===== src/gpsd_pkg.sv =====
// Shared types and constants for the glyph point stream decoder.
// No dependencies; imported by the top, gpsd_ctrl and gpsd_out (gpsd_mem does not use it).
`timescale 1ns / 1ps

package gpsd_pkg;

    localparam int BYTE_W  = 8;
    localparam int CFG_W   = 7;
    localparam int FLAG_W  = 5;
    localparam int COORD_W = 16;
    localparam int IDX_W   = 6;

    // Bit positions in a stored flag entry
    localparam int F_ON     = 0;
    localparam int F_XSHORT = 1;
    localparam int F_YSHORT = 2;
    localparam int F_XSAME  = 3;
    localparam int F_YSAME  = 4;

    // Repeat bit in the raw flag byte
    localparam int B_REPEAT = 3;

    typedef enum logic [1:0] {
        PH_FLAG = 2'd0,
        PH_X    = 2'd1,
        PH_Y    = 2'd2
    } t_phase;

    typedef struct packed {
        logic                      glyph_done;
        logic [IDX_W-1:0]          idx;
        logic                      on_flag;
        logic signed [COORD_W-1:0] y;
        logic signed [COORD_W-1:0] x;
    } t_point;

    // Sequencer -> result buffer
    typedef struct packed {
        logic   emit;    // new point produced this cycle
        logic   finish;  // current byte fully handled
        t_point pt;
    } t_res_ctl;

    // Result buffer -> sequencer
    typedef struct packed {
        logic can_accept;
        logic pend_valid;
    } t_out_stat;

endpackage


===== src/glyph_point_stream_decoder_top.sv =====
// Glyph point stream decoder top; uses gpsd_pkg, gpsd_mem, gpsd_ctrl, gpsd_out.
// A flag or coordinate byte is accepted and then walked in ST_ADV (a repeat count fills in ST_REP
// first); a high delta byte is only latched. No new byte is taken until the walk ends.
// Master-side stalls hold the walk, which waits on the registered read of the flag memory.
// A point passes through the held-point buffer and then the output register on its way out.
// Reset (i_rst_n, sync, active low) clears control and buffers, not the memories.
`timescale 1ns / 1ps

module glyph_point_stream_decoder_top
    import gpsd_pkg::*;
#(
    parameter int POINT_DEPTH = 64
) (
    input  logic               i_clk,
    input  logic               i_rst_n,
    // configuration: point count
    input  logic               i_cfg_valid,
    output logic               o_cfg_ready,
    input  logic [CFG_W-1:0]   i_cfg_data,
    // byte stream in
    input  logic               s_axis_tvalid,
    output logic               s_axis_tready,
    input  logic [7:0]         s_axis_tdata,   // [7:0] data_byte
    // points out
    output logic               m_axis_tvalid,
    input  logic               m_axis_tready,
    output logic [39:0]        m_axis_tdata,   // [15:0] point_x, [31:16] point_y,
                                               // [37:32] point_index, [39:38] zero
    output logic               m_axis_tlast,   // run_end
    output logic [1:0]         m_axis_tuser    // [0] on-curve bit, [1] glyph_done
);

    localparam int CW = $clog2(POINT_DEPTH + 1);
    localparam int AW = $clog2(POINT_DEPTH);

    logic [CFG_W-1:0]   r_point_count;
    logic [CW-1:0]      w_n;

    logic [AW-1:0]      w_raddr;
    logic [AW-1:0]      w_waddr;
    logic               w_flag_we;
    logic [FLAG_W-1:0]  w_flag_wdata;
    logic [FLAG_W-1:0]  w_flag_q;
    logic               w_x_we;
    logic [COORD_W-1:0] w_x_wdata;
    logic [COORD_W-1:0] w_x_q;
    t_res_ctl           w_res;
    t_out_stat          w_stat;
    t_point             w_pt;

    // Point count register; write it only while the decoder is quiet (the block does not enforce this)
    assign o_cfg_ready = 1'b1;

    always_ff @(posedge i_clk) begin
        if (!i_rst_n) begin
            r_point_count <= CFG_W'(1);
        end else if (i_cfg_valid && o_cfg_ready) begin
            r_point_count <= i_cfg_data;
        end
    end

    // Effective count: zero acts as one, above capacity clips to capacity
    always_comb begin
        if (r_point_count == '0) begin
            w_n = CW'(1);
        end else if (r_point_count > CFG_W'(POINT_DEPTH)) begin
            w_n = CW'(POINT_DEPTH);
        end else begin
            w_n = CW'(r_point_count);
        end
    end

    // Flag store: on, x-short, y-short, x-same, y-same per point
    gpsd_mem #(
        .WIDTH (FLAG_W),
        .DEPTH (POINT_DEPTH)
    ) u_flag_mem (
        .i_clk   (i_clk),
        .i_we    (w_flag_we),
        .i_waddr (w_waddr),
        .i_wdata (w_flag_wdata),
        .i_raddr (w_raddr),
        .o_rdata (w_flag_q)
    );

    // X store: absolute x per point, read back during the Y pass
    gpsd_mem #(
        .WIDTH (COORD_W),
        .DEPTH (POINT_DEPTH)
    ) u_x_mem (
        .i_clk   (i_clk),
        .i_we    (w_x_we),
        .i_waddr (w_waddr),
        .i_wdata (w_x_wdata),
        .i_raddr (w_raddr),
        .o_rdata (w_x_q)
    );

    gpsd_ctrl #(
        .POINT_DEPTH (POINT_DEPTH)
    ) u_ctrl (
        .i_clk        (i_clk),
        .i_rst_n      (i_rst_n),
        .i_n          (w_n),
        .i_byte_valid (s_axis_tvalid),
        .o_byte_ready (s_axis_tready),
        .i_byte       (s_axis_tdata),
        .i_flag_q     (w_flag_q),
        .i_x_q        (w_x_q),
        .o_raddr      (w_raddr),
        .o_waddr      (w_waddr),
        .o_flag_we    (w_flag_we),
        .o_flag_wdata (w_flag_wdata),
        .o_x_we       (w_x_we),
        .o_x_wdata    (w_x_wdata),
        .o_res        (w_res),
        .i_stat       (w_stat)
    );

    // One point held back until we know whether it ends the byte's run
    gpsd_out u_out (
        .i_clk   (i_clk),
        .i_rst_n (i_rst_n),
        .i_res   (w_res),
        .o_stat  (w_stat),
        .o_valid (m_axis_tvalid),
        .i_ready (m_axis_tready),
        .o_point (w_pt),
        .o_last  (m_axis_tlast)
    );

    assign m_axis_tdata = {2'b00, w_pt.idx, w_pt.y, w_pt.x};
    assign m_axis_tuser = {w_pt.glyph_done, w_pt.on_flag};

    // ---------------------------------------------------------------------
    // Assertions
    // ---------------------------------------------------------------------

    // Final point of a glyph always closes the run of its byte
    a_done_is_last: assert property (@(posedge i_clk) disable iff (!i_rst_n)
        m_axis_tvalid && m_axis_tuser[1] |-> m_axis_tlast)
        else $error("glyph_done point without tlast");

    // A new byte is only taken once the held point has been flushed
    a_no_pend_on_accept: assert property (@(posedge i_clk) disable iff (!i_rst_n)
        s_axis_tready |-> !w_stat.pend_valid)
        else $error("byte ready while a point is still held");

    // Emitting a point and closing a byte never coincide
    a_emit_finish_excl: assert property (@(posedge i_clk) disable iff (!i_rst_n)
        w_res.emit |-> !w_res.finish)
        else $error("emit and finish in the same cycle");

    // Output register comes up empty after reset
    a_reset_empty: assert property (@(posedge i_clk)
        !i_rst_n |=> !m_axis_tvalid)
        else $error("output valid right after reset");

endmodule


===== src/gpsd_mem.sv =====
// Synchronous single-write, single-read RAM with a registered read.
// Write data is forwarded when the read hits the entry being written. No deps.
`timescale 1ns / 1ps

module gpsd_mem #(
    parameter int WIDTH = 16,
    parameter int DEPTH = 64,
    localparam int AW   = $clog2(DEPTH)
) (
    input  logic             i_clk,
    input  logic             i_we,
    input  logic [AW-1:0]    i_waddr,
    input  logic [WIDTH-1:0] i_wdata,
    input  logic [AW-1:0]    i_raddr,
    output logic [WIDTH-1:0] o_rdata
);

    logic [WIDTH-1:0] r_mem [DEPTH];
    logic [WIDTH-1:0] r_rdata;

    always_ff @(posedge i_clk) begin
        if (i_we) begin
            r_mem[i_waddr] <= i_wdata;
        end
    end

    always_ff @(posedge i_clk) begin
        if (i_we && (i_waddr == i_raddr)) begin
            r_rdata <= i_wdata;
        end else begin
            r_rdata <= r_mem[i_raddr];
        end
    end

    assign o_rdata = r_rdata;

endmodule


===== src/gpsd_ctrl.sv =====
// Byte sequencer: flag, X and Y phases, repeat fill and zero-byte walk.
// Drives the flag and X memories; depends on gpsd_pkg.
`timescale 1ns / 1ps

module gpsd_ctrl
    import gpsd_pkg::*;
#(
    parameter int POINT_DEPTH = 64,
    localparam int CW         = $clog2(POINT_DEPTH + 1),
    localparam int AW         = $clog2(POINT_DEPTH)
) (
    input  logic                i_clk,
    input  logic                i_rst_n,
    input  logic [CW-1:0]       i_n,
    input  logic                i_byte_valid,
    output logic                o_byte_ready,
    input  logic [BYTE_W-1:0]   i_byte,
    input  logic [FLAG_W-1:0]   i_flag_q,
    input  logic [COORD_W-1:0]  i_x_q,
    output logic [AW-1:0]       o_raddr,
    output logic [AW-1:0]       o_waddr,
    output logic                o_flag_we,
    output logic [FLAG_W-1:0]   o_flag_wdata,
    output logic                o_x_we,
    output logic [COORD_W-1:0]  o_x_wdata,
    output t_res_ctl            o_res,
    input  t_out_stat           i_stat
);

    typedef enum logic [2:0] {
        ST_IDLE = 3'b001,
        ST_REP  = 3'b010,
        ST_ADV  = 3'b100
    } t_state;

    t_state              r_state,    n_state;
    t_phase              r_phase,    n_phase;
    logic [CW-1:0]       r_cursor,   n_cursor;
    logic [CW-1:0]       r_rep_cnt,  n_rep_cnt;
    logic                r_rep_pend, n_rep_pend;
    logic [FLAG_W-1:0]   r_held,     n_held;
    logic                r_hi_pend,  n_hi_pend;
    logic [BYTE_W-1:0]   r_hi,       n_hi;
    logic [COORD_W-1:0]  r_rv,       n_rv;

    logic                w_lt_n;
    logic [CW-1:0]       w_cur_inc;
    logic [CFG_W-1:0]    w_cur7;
    logic [CW-1:0]       w_room;
    logic [BYTE_W-1:0]   w_room8;
    logic [BYTE_W-1:0]   w_k8;
    logic [CW-1:0]       w_k;
    logic [FLAG_W-1:0]   w_new_flag;
    logic                w_sh;
    logic                w_sm;
    logic                w_done;
    logic [COORD_W-1:0]  w_rv_new;

    assign w_lt_n     = r_cursor < i_n;
    assign w_cur_inc  = r_cursor + 1'b1;
    assign w_cur7     = CFG_W'(r_cursor);
    assign w_room     = w_lt_n ? (i_n - r_cursor) : '0;
    assign w_room8    = BYTE_W'(w_room);
    assign w_k8       = (i_byte < w_room8) ? i_byte : w_room8;
    assign w_k        = CW'(w_k8);
    assign w_new_flag = {i_byte[5:4], i_byte[2:0]};
    assign w_sh       = (r_phase == PH_X) ? i_flag_q[F_XSHORT] : i_flag_q[F_YSHORT];
    assign w_sm       = (r_phase == PH_X) ? i_flag_q[F_XSAME]  : i_flag_q[F_YSAME];

    assign o_byte_ready = (r_state == ST_IDLE);
    assign o_waddr      = r_cursor[AW-1:0];
    // Read the entry the cursor will point at next cycle
    assign o_raddr      = (n_cursor < CW'(POINT_DEPTH)) ? n_cursor[AW-1:0] : '0;

    always_comb begin
        n_state      = r_state;
        n_phase      = r_phase;
        n_cursor     = r_cursor;
        n_rep_cnt    = r_rep_cnt;
        n_rep_pend   = r_rep_pend;
        n_held       = r_held;
        n_hi_pend    = r_hi_pend;
        n_hi         = r_hi;
        n_rv         = r_rv;
        o_flag_we    = 1'b0;
        o_flag_wdata = w_new_flag;
        o_x_we       = 1'b0;
        o_x_wdata    = r_rv;
        w_done       = 1'b0;
        w_rv_new     = r_rv;

        o_res.emit          = 1'b0;
        o_res.finish        = 1'b0;
        o_res.pt.x          = i_x_q;
        o_res.pt.y          = r_rv;
        o_res.pt.on_flag    = i_flag_q[F_ON];
        o_res.pt.idx        = w_cur7[IDX_W-1:0];
        o_res.pt.glyph_done = (w_cur_inc == i_n);

        unique case (r_state)
            ST_IDLE: begin
                if (i_byte_valid) begin
                    case (r_phase) inside
                        PH_X, PH_Y: begin
                            if (!w_lt_n) begin
                                n_state = ST_ADV;
                            end else begin
                                if (w_sh) begin
                                    w_rv_new = w_sm ? (r_rv + COORD_W'(i_byte))
                                                    : (r_rv - COORD_W'(i_byte));
                                    w_done   = 1'b1;
                                end else if (r_hi_pend) begin
                                    w_rv_new  = r_rv + {r_hi, i_byte};
                                    n_hi_pend = 1'b0;
                                    w_done    = 1'b1;
                                end else begin
                                    n_hi      = i_byte;
                                    n_hi_pend = 1'b1;
                                end
                                if (w_done) begin
                                    n_rv = w_rv_new;
                                    if (r_phase == PH_X) begin
                                        o_x_we    = 1'b1;
                                        o_x_wdata = w_rv_new;
                                    end else begin
                                        o_res.emit = 1'b1;
                                        o_res.pt.y = w_rv_new;
                                    end
                                    n_cursor = w_cur_inc;
                                    n_state  = ST_ADV;
                                end
                            end
                        end
                        default: begin
                            // flag phase (unused phase code lands here too)
                            n_phase = PH_FLAG;
                            if (r_rep_pend) begin
                                if (w_k == '0) begin
                                    n_rep_pend = 1'b0;
                                    n_state    = ST_ADV;
                                end else begin
                                    n_rep_cnt = w_k;
                                    n_state   = ST_REP;
                                end
                            end else begin
                                if (w_lt_n) begin
                                    o_flag_we = 1'b1;
                                    n_cursor  = w_cur_inc;
                                    if (i_byte[B_REPEAT]) begin
                                        n_rep_pend = 1'b1;
                                        n_held     = w_new_flag;
                                    end
                                end
                                n_state = ST_ADV;
                            end
                        end
                    endcase
                end
            end
            ST_REP: begin
                o_flag_we    = 1'b1;
                o_flag_wdata = r_held;
                n_cursor     = w_cur_inc;
                n_rep_cnt    = r_rep_cnt - 1'b1;
                if (r_rep_cnt == CW'(1)) begin
                    n_rep_pend = 1'b0;
                    n_state    = ST_ADV;
                end
            end
            ST_ADV: begin
                if (i_stat.can_accept) begin
                    case (r_phase)
                        PH_X: begin
                            if (!w_lt_n) begin
                                n_phase  = PH_Y;
                                n_cursor = '0;
                                n_rv     = '0;
                            end else if (!i_flag_q[F_XSHORT] && i_flag_q[F_XSAME]) begin
                                o_x_we   = 1'b1;
                                n_cursor = w_cur_inc;
                            end else begin
                                o_res.finish = 1'b1;
                                n_state      = ST_IDLE;
                            end
                        end
                        PH_Y: begin
                            if (!w_lt_n) begin
                                n_phase      = PH_FLAG;
                                n_cursor     = '0;
                                n_rv         = '0;
                                o_res.finish = 1'b1;
                                n_state      = ST_IDLE;
                            end else if (!i_flag_q[F_YSHORT] && i_flag_q[F_YSAME]) begin
                                o_res.emit = 1'b1;
                                n_cursor   = w_cur_inc;
                            end else begin
                                o_res.finish = 1'b1;
                                n_state      = ST_IDLE;
                            end
                        end
                        default: begin
                            if (!r_rep_pend && !w_lt_n) begin
                                n_phase  = PH_X;
                                n_cursor = '0;
                                n_rv     = '0;
                            end else begin
                                o_res.finish = 1'b1;
                                n_state      = ST_IDLE;
                            end
                        end
                    endcase
                end
            end
            default: begin
                n_state = ST_IDLE;
            end
        endcase
    end

    always_ff @(posedge i_clk) begin
        if (!i_rst_n) begin
            r_state    <= ST_IDLE;
            r_phase    <= PH_FLAG;
            r_cursor   <= '0;
            r_rep_cnt  <= '0;
            r_rep_pend <= 1'b0;
            r_held     <= '0;
            r_hi_pend  <= 1'b0;
            r_hi       <= '0;
            r_rv       <= '0;
        end else begin
            r_state    <= n_state;
            r_phase    <= n_phase;
            r_cursor   <= n_cursor;
            r_rep_cnt  <= n_rep_cnt;
            r_rep_pend <= n_rep_pend;
            r_held     <= n_held;
            r_hi_pend  <= n_hi_pend;
            r_hi       <= n_hi;
            r_rv       <= n_rv;
        end
    end

endmodule


===== src/gpsd_out.sv =====
// Result buffer: holds the newest point until its last-of-byte mark is
// known, then moves it to the output register. Depends on gpsd_pkg.
`timescale 1ns / 1ps

module gpsd_out
    import gpsd_pkg::*;
(
    input  logic      i_clk,
    input  logic      i_rst_n,
    input  t_res_ctl  i_res,
    output t_out_stat o_stat,
    output logic      o_valid,
    input  logic      i_ready,
    output t_point    o_point,
    output logic      o_last
);

    logic   r_pend_valid;
    t_point r_pend;
    logic   r_out_valid;
    t_point r_out;
    logic   r_out_last;
    logic   w_out_free;
    logic   w_push;

    assign w_out_free        = !r_out_valid || i_ready;
    assign w_push            = r_pend_valid && (i_res.emit || i_res.finish);
    assign o_stat.can_accept = !r_pend_valid || w_out_free;
    assign o_stat.pend_valid = r_pend_valid;

    always_ff @(posedge i_clk) begin
        if (!i_rst_n) begin
            r_pend_valid <= 1'b0;
            r_out_valid  <= 1'b0;
        end else begin
            if (w_push) begin
                r_out_valid <= 1'b1;
            end else if (i_ready) begin
                r_out_valid <= 1'b0;
            end
            if (i_res.emit) begin
                r_pend_valid <= 1'b1;
            end else if (i_res.finish) begin
                r_pend_valid <= 1'b0;
            end
        end
    end

    always_ff @(posedge i_clk) begin
        if (w_push) begin
            r_out      <= r_pend;
            r_out_last <= i_res.finish;
        end
        if (i_res.emit) begin
            r_pend <= i_res.pt;
        end
    end

    assign o_valid = r_out_valid;
    assign o_point = r_out;
    assign o_last  = r_out_last;

endmodule

===== config.mk =====
export PLATFORM = sky130hd
export DESIGN_NAME = glyph_point_stream_decoder_top
export DESIGN_NICKNAME = d
export VERILOG_FILES = /design/src/gpsd_pkg.sv /design/src/glyph_point_stream_decoder_top.sv /design/src/gpsd_mem.sv /design/src/gpsd_ctrl.sv /design/src/gpsd_out.sv
export SDC_FILE = /design/constraint.sdc
export NUM_CORES = 2
export LEC_CHECK = 0
export BUFFER_PORTS_ARGS = -buffer_cell sky130_fd_sc_hd__buf_2
export CORE_MARGIN = 5
export CORE_UTILIZATION = 40
export DETAILED_ROUTE_END_ITERATION = 12
export GPL_ROUTABILITY_DRIVEN = 0
export SKIP_CTS_REPAIR_TIMING = 1
export SLEW_MARGIN = 20
export SYNTH_ARGS = -nofsm -noshare
export SYNTH_HDL_FRONTEND = slang
export SYNTH_SLANG_ARGS = --single-unit
export TNS_END_PERCENT = 10

===== constraint.sdc =====
create_clock -name i_clk -period 11.34 [get_ports i_clk]
set_input_delay 1.134 -clock i_clk [delete_from_list [all_inputs] [get_ports i_clk]]
set_output_delay 1.134 -clock i_clk [all_outputs]
set_load 0.01 [all_outputs]

==> impl_results.md <==
- Area Growth Syn to Fin: 12.35%
- Crit-path max FO: 49
- Switching Share: 32.44%
- H-tree Lvls: 4
- Max_slew headroom: 22.64%
- CP delay by family, top: compound AO/OA/AOI/OAI gates
- Area of the core: 154000 µm²
- Synthesized cell area: 62000 µm²
- Highest Clock Rate: 120.4 MHz
- Antenna violations before repair: 6
- Worst-margin pin slew: 1160 ps
- Routed Antenna Nets: 0
- Max stage delay cell, worst path: dfxtp_4
- Final Max Tran Viols: 0
- DR vias: 38947
- Die Y: 403.7 µm
- Pwr Density: 220.3 nW/µm²
- Tcrit/Tclk final: 73.23%
- Initial DRC count: 4537
- Vias per std cell: 5.844
- Pleak: 22.78 nW
- Drt pass-1 iters: 6
- Clk_lat worst skew: 810 ps
- Crit path top cell by count: o21ai_0
- Sum of negative setup slack: 0 ps
- CP endpoint kind: flop
- FFs w/ async S/R, synth: 0%
- Filler cells: 13594
- Post-synth EDFFs: 1425
- Clk buf depth: 3
- Sequential fraction of the synthesis area: 71.63%
- CP peak stage delay: 970 ps
- Sw power: 4.978 mW
- Clk sinks: 1506
- Max VDD drop: 0.2438 mV
- RSZ-0062 raised after global routing: false
- Clock power frac: 30.8%
- Vias in the first global route: 36861
- Area of the die: 163000 µm²
- CTS Root Cell: clkbuf_16
- DP Area: 65030 µm²
- CP Launch Type: flop
- Post-Layout Cell Count: 6664
- GRT overflow: 0
- Post-Synthesis Cells: 4417
- Initial Util: 40.25%
- GRT Total Usage: 21.54%
- Number of port buffers: 62
- Final setup skew: 51.69 ps
- Worst Path Buf+Inv: 2
- CTS tree: done
- Core Rows: 144
- Register share of total power: 44.9%
- Int Power: 10.37 mW
- WL/cell: 26.97 µm
- Final critical-path required period: 8305 ps
- Final setup violation count: 0
- Yosys reg bits: 1506
- Final non-filler cell area: 69660 µm²
- # placed instances: 6392
- Final Hold Vio Count: 0
- Worst Hold Class: flop to flop
- Max-Cap Viols: 0
- First-pass GRT wire length: 261500 µm
- Layout cells sized above 1: 13.03%
- Routed wire length: 179800 µm
- Detailed Place HPWL: 107900 µm
- Netlist cell types: 97
- Clock Pin Slew Worst Setup and Hold Paths: 60 ps
- I/O Pins: 66
- Die width: 403.7 µm
- Gate power share: 24.3%
- Status: finished, final reports clean
- Syn avg cell area: 14.04 µm²
- Top FF cell, synth: edfxtp_1
- Data required time of the worst path: 11870 ps
- DRC errors left: 0
- Kind of critical path: flop to flop
- Power, Total: 15.35 mW
- CTS Buf Count: 149
- Largest net degree at the start of global routing: 152
- Warnings, synthesis: 0
- Critical Path AT: 8840 ps
- Nets@finish: 4568
==> sequential cells by signal, summed over array words and instances, names as in the netlist, named ones only <==
register,flops
u_ctrl.r_state,3
u_x_mem.o_rdata,16
u_x_mem.r_mem,1024
u_out.o_valid,1
u_ctrl.r_hi_pend,1
u_out.o_last,1
u_ctrl.r_hi,8
u_ctrl.r_rep_cnt,7
u_ctrl.r_rv,16
u_ctrl.r_rep_pend,1
r_point_count,7
u_flag_mem.r_mem,320
u_out.r_pend,40
u_ctrl.r_held,5
u_ctrl.r_phase,2
u_out.r_pend_valid,1
u_out.o_point,40
u_ctrl.r_cursor,7
==> power by group through the flow <==
stage                     combinational (mW)  clock, mW  sequential, mW
after floorplan                         2.50          0            6.90
after global placement                  3.67          0            7.00
after detailed placement                3.70          0            6.99
after CTS                               3.72       4.80            6.88
after global routing                    4.03       5.05            6.90
final                                   3.73       4.73            6.88
==> cells in the final DEF, fill, tap and decap left out, drive strengths merged, types with 16 or more instances in the layout <==
master	instances
ha	47
mux2	67
nor2	282
o221ai	22
dfxtp	81
nor2b	54
nand2	743
mux2i	127
buf	195
nor4	17
o211ai	41
clkinv	57
xnor2	32
and2	27
a22oi	25
inv	69
nor3b	26
a21oi	85
nand3	215
mux4	65
a32oi	37
nand4	88
edfxtp	1425
a31oi	118
o2111ai	27
o21ai	117
o22ai	39
nand2b	16
clkbuf	206
nor3	38
o22a	28
==> per-stage QoR <==
stage / util, % / hold WS, ps / setup slack, ps
2_1_floorplan: - / 385.5 / 2763
3_3_place_gp: 42.21 / 398.3 / 3206
3_5_place_dp: 42.21 / 389.5 / 3096
4_1_cts: 45.20 / 403.7 / 3047
5_1_grt: 45.22 / 423.8 / 2292
6_report: 45.22 / 403.8 / 3035
==> path summary, 6_finish.rpt <==
| check | startpoint | endpoint | slack (ps) | cells past startpoint |
|---|---|---|---|---|
| worst min-delay path | u_x_mem.o_rdata[14] | u_out.r_pend[14] | 400 | 0 |
| worst min register to register | u_x_mem.o_rdata[14] | u_out.r_pend[14] | 400 | 0 |
| worst max-delay path | flop | u_x_mem.r_mem[38][14] | 3040 | 25 |
| worst max register to register | flop | u_x_mem.r_mem[38][14] | 3040 | 25 |
==> cells in the mapped netlist (14+ instances only) <==
| library cell | number | area share (%) |
|---|---|---|
| o221ai_1 | 20 | 0.28 |
| a22oi_1 | 24 | 0.29 |
| dfxtp_1 | 81 | 2.6 |
| o21ai_0 | 115 | 0.93 |
| or4_1 | 14 | 0.17 |
| buf_1 | 20 | 0.12 |
| a211oi_1 | 14 | 0.17 |
| mux2i_1 | 127 | 2.1 |
| nor2b_1 | 54 | 0.54 |
| mux4_2 | 65 | 2.4 |
| ha_1 | 47 | 0.95 |
| edfxtp_1 | 1425 | 69 |
| nand4b_1 | 15 | 0.21 |
| o2111ai_1 | 27 | 0.38 |
| o22a_1 | 28 | 0.40 |
| nor3b_1 | 26 | 0.31 |
| nand2_1 | 743 | 4.5 |
| a32oi_1 | 37 | 0.52 |
| nand4_1 | 88 | 0.89 |
| and3_1 | 15 | 0.15 |
| mux2_2 | 61 | 1.1 |
| nor2_1 | 279 | 1.7 |
| nand2b_1 | 16 | 0.16 |
| o22ai_1 | 38 | 0.38 |
| nand3_1 | 214 | 1.7 |
| a21oi_1 | 84 | 0.68 |
| nor3_1 | 35 | 0.28 |
| buf_2 | 63 | 0.51 |
| inv_1 | 62 | 0.38 |
| clkbuf_1 | 158 | 0.96 |
| nor4_1 | 16 | 0.16 |
| a31oi_1 | 117 | 1.2 |
| o211ai_1 | 40 | 0.48 |
| xnor2_1 | 32 | 0.45 |
| and2_1 | 27 | 0.27 |
==> logic make-up after synthesis <==
| logic type | after synthesis | synth area share (%) |
|---|---|---|
| xor gates and xnor gates | 40 | 0.5650 |
| DFF | 1506 | 71.63 |
| buffers and inverters | 332 | 2.339 |
| and+or+nand+nor | 1589 | 11.71 |
| adders and majority gates | 49 | 1.013 |
| AOI/OAI and AO/OA | 640 | 7.109 |
| muxes | 259 | 5.628 |
| other | 2 | 0.01211 |
==> area by class of cell <==
type                            instances  area (µm²)  share of cell area, %
Sequential cell                      1506       44420                  63.77
Multi-Input combinational cell       2580       16460                  23.63
Clock buffer                          206        4118                  5.911
Tap cell                             2044        2557                  3.671
Timing Repair Buffer                  195        1359                  1.951
Clock inverter                         65       484.2                 0.6951
Inverter                               67       257.7                 0.3700
Antenna cell                            1       2.502               0.003592
==> layer usage <==
layer	vias to the layer above	wire length (µm)	GRT usage, %
met5	-	42	0
met4	2	4946	5.899
met3	280	17950	5.172
met2	1978	80730	32.60
met1	19706	76090	31.30
li1	16981	-	-
Note: power is estimated with default switching activity, not from simulation.
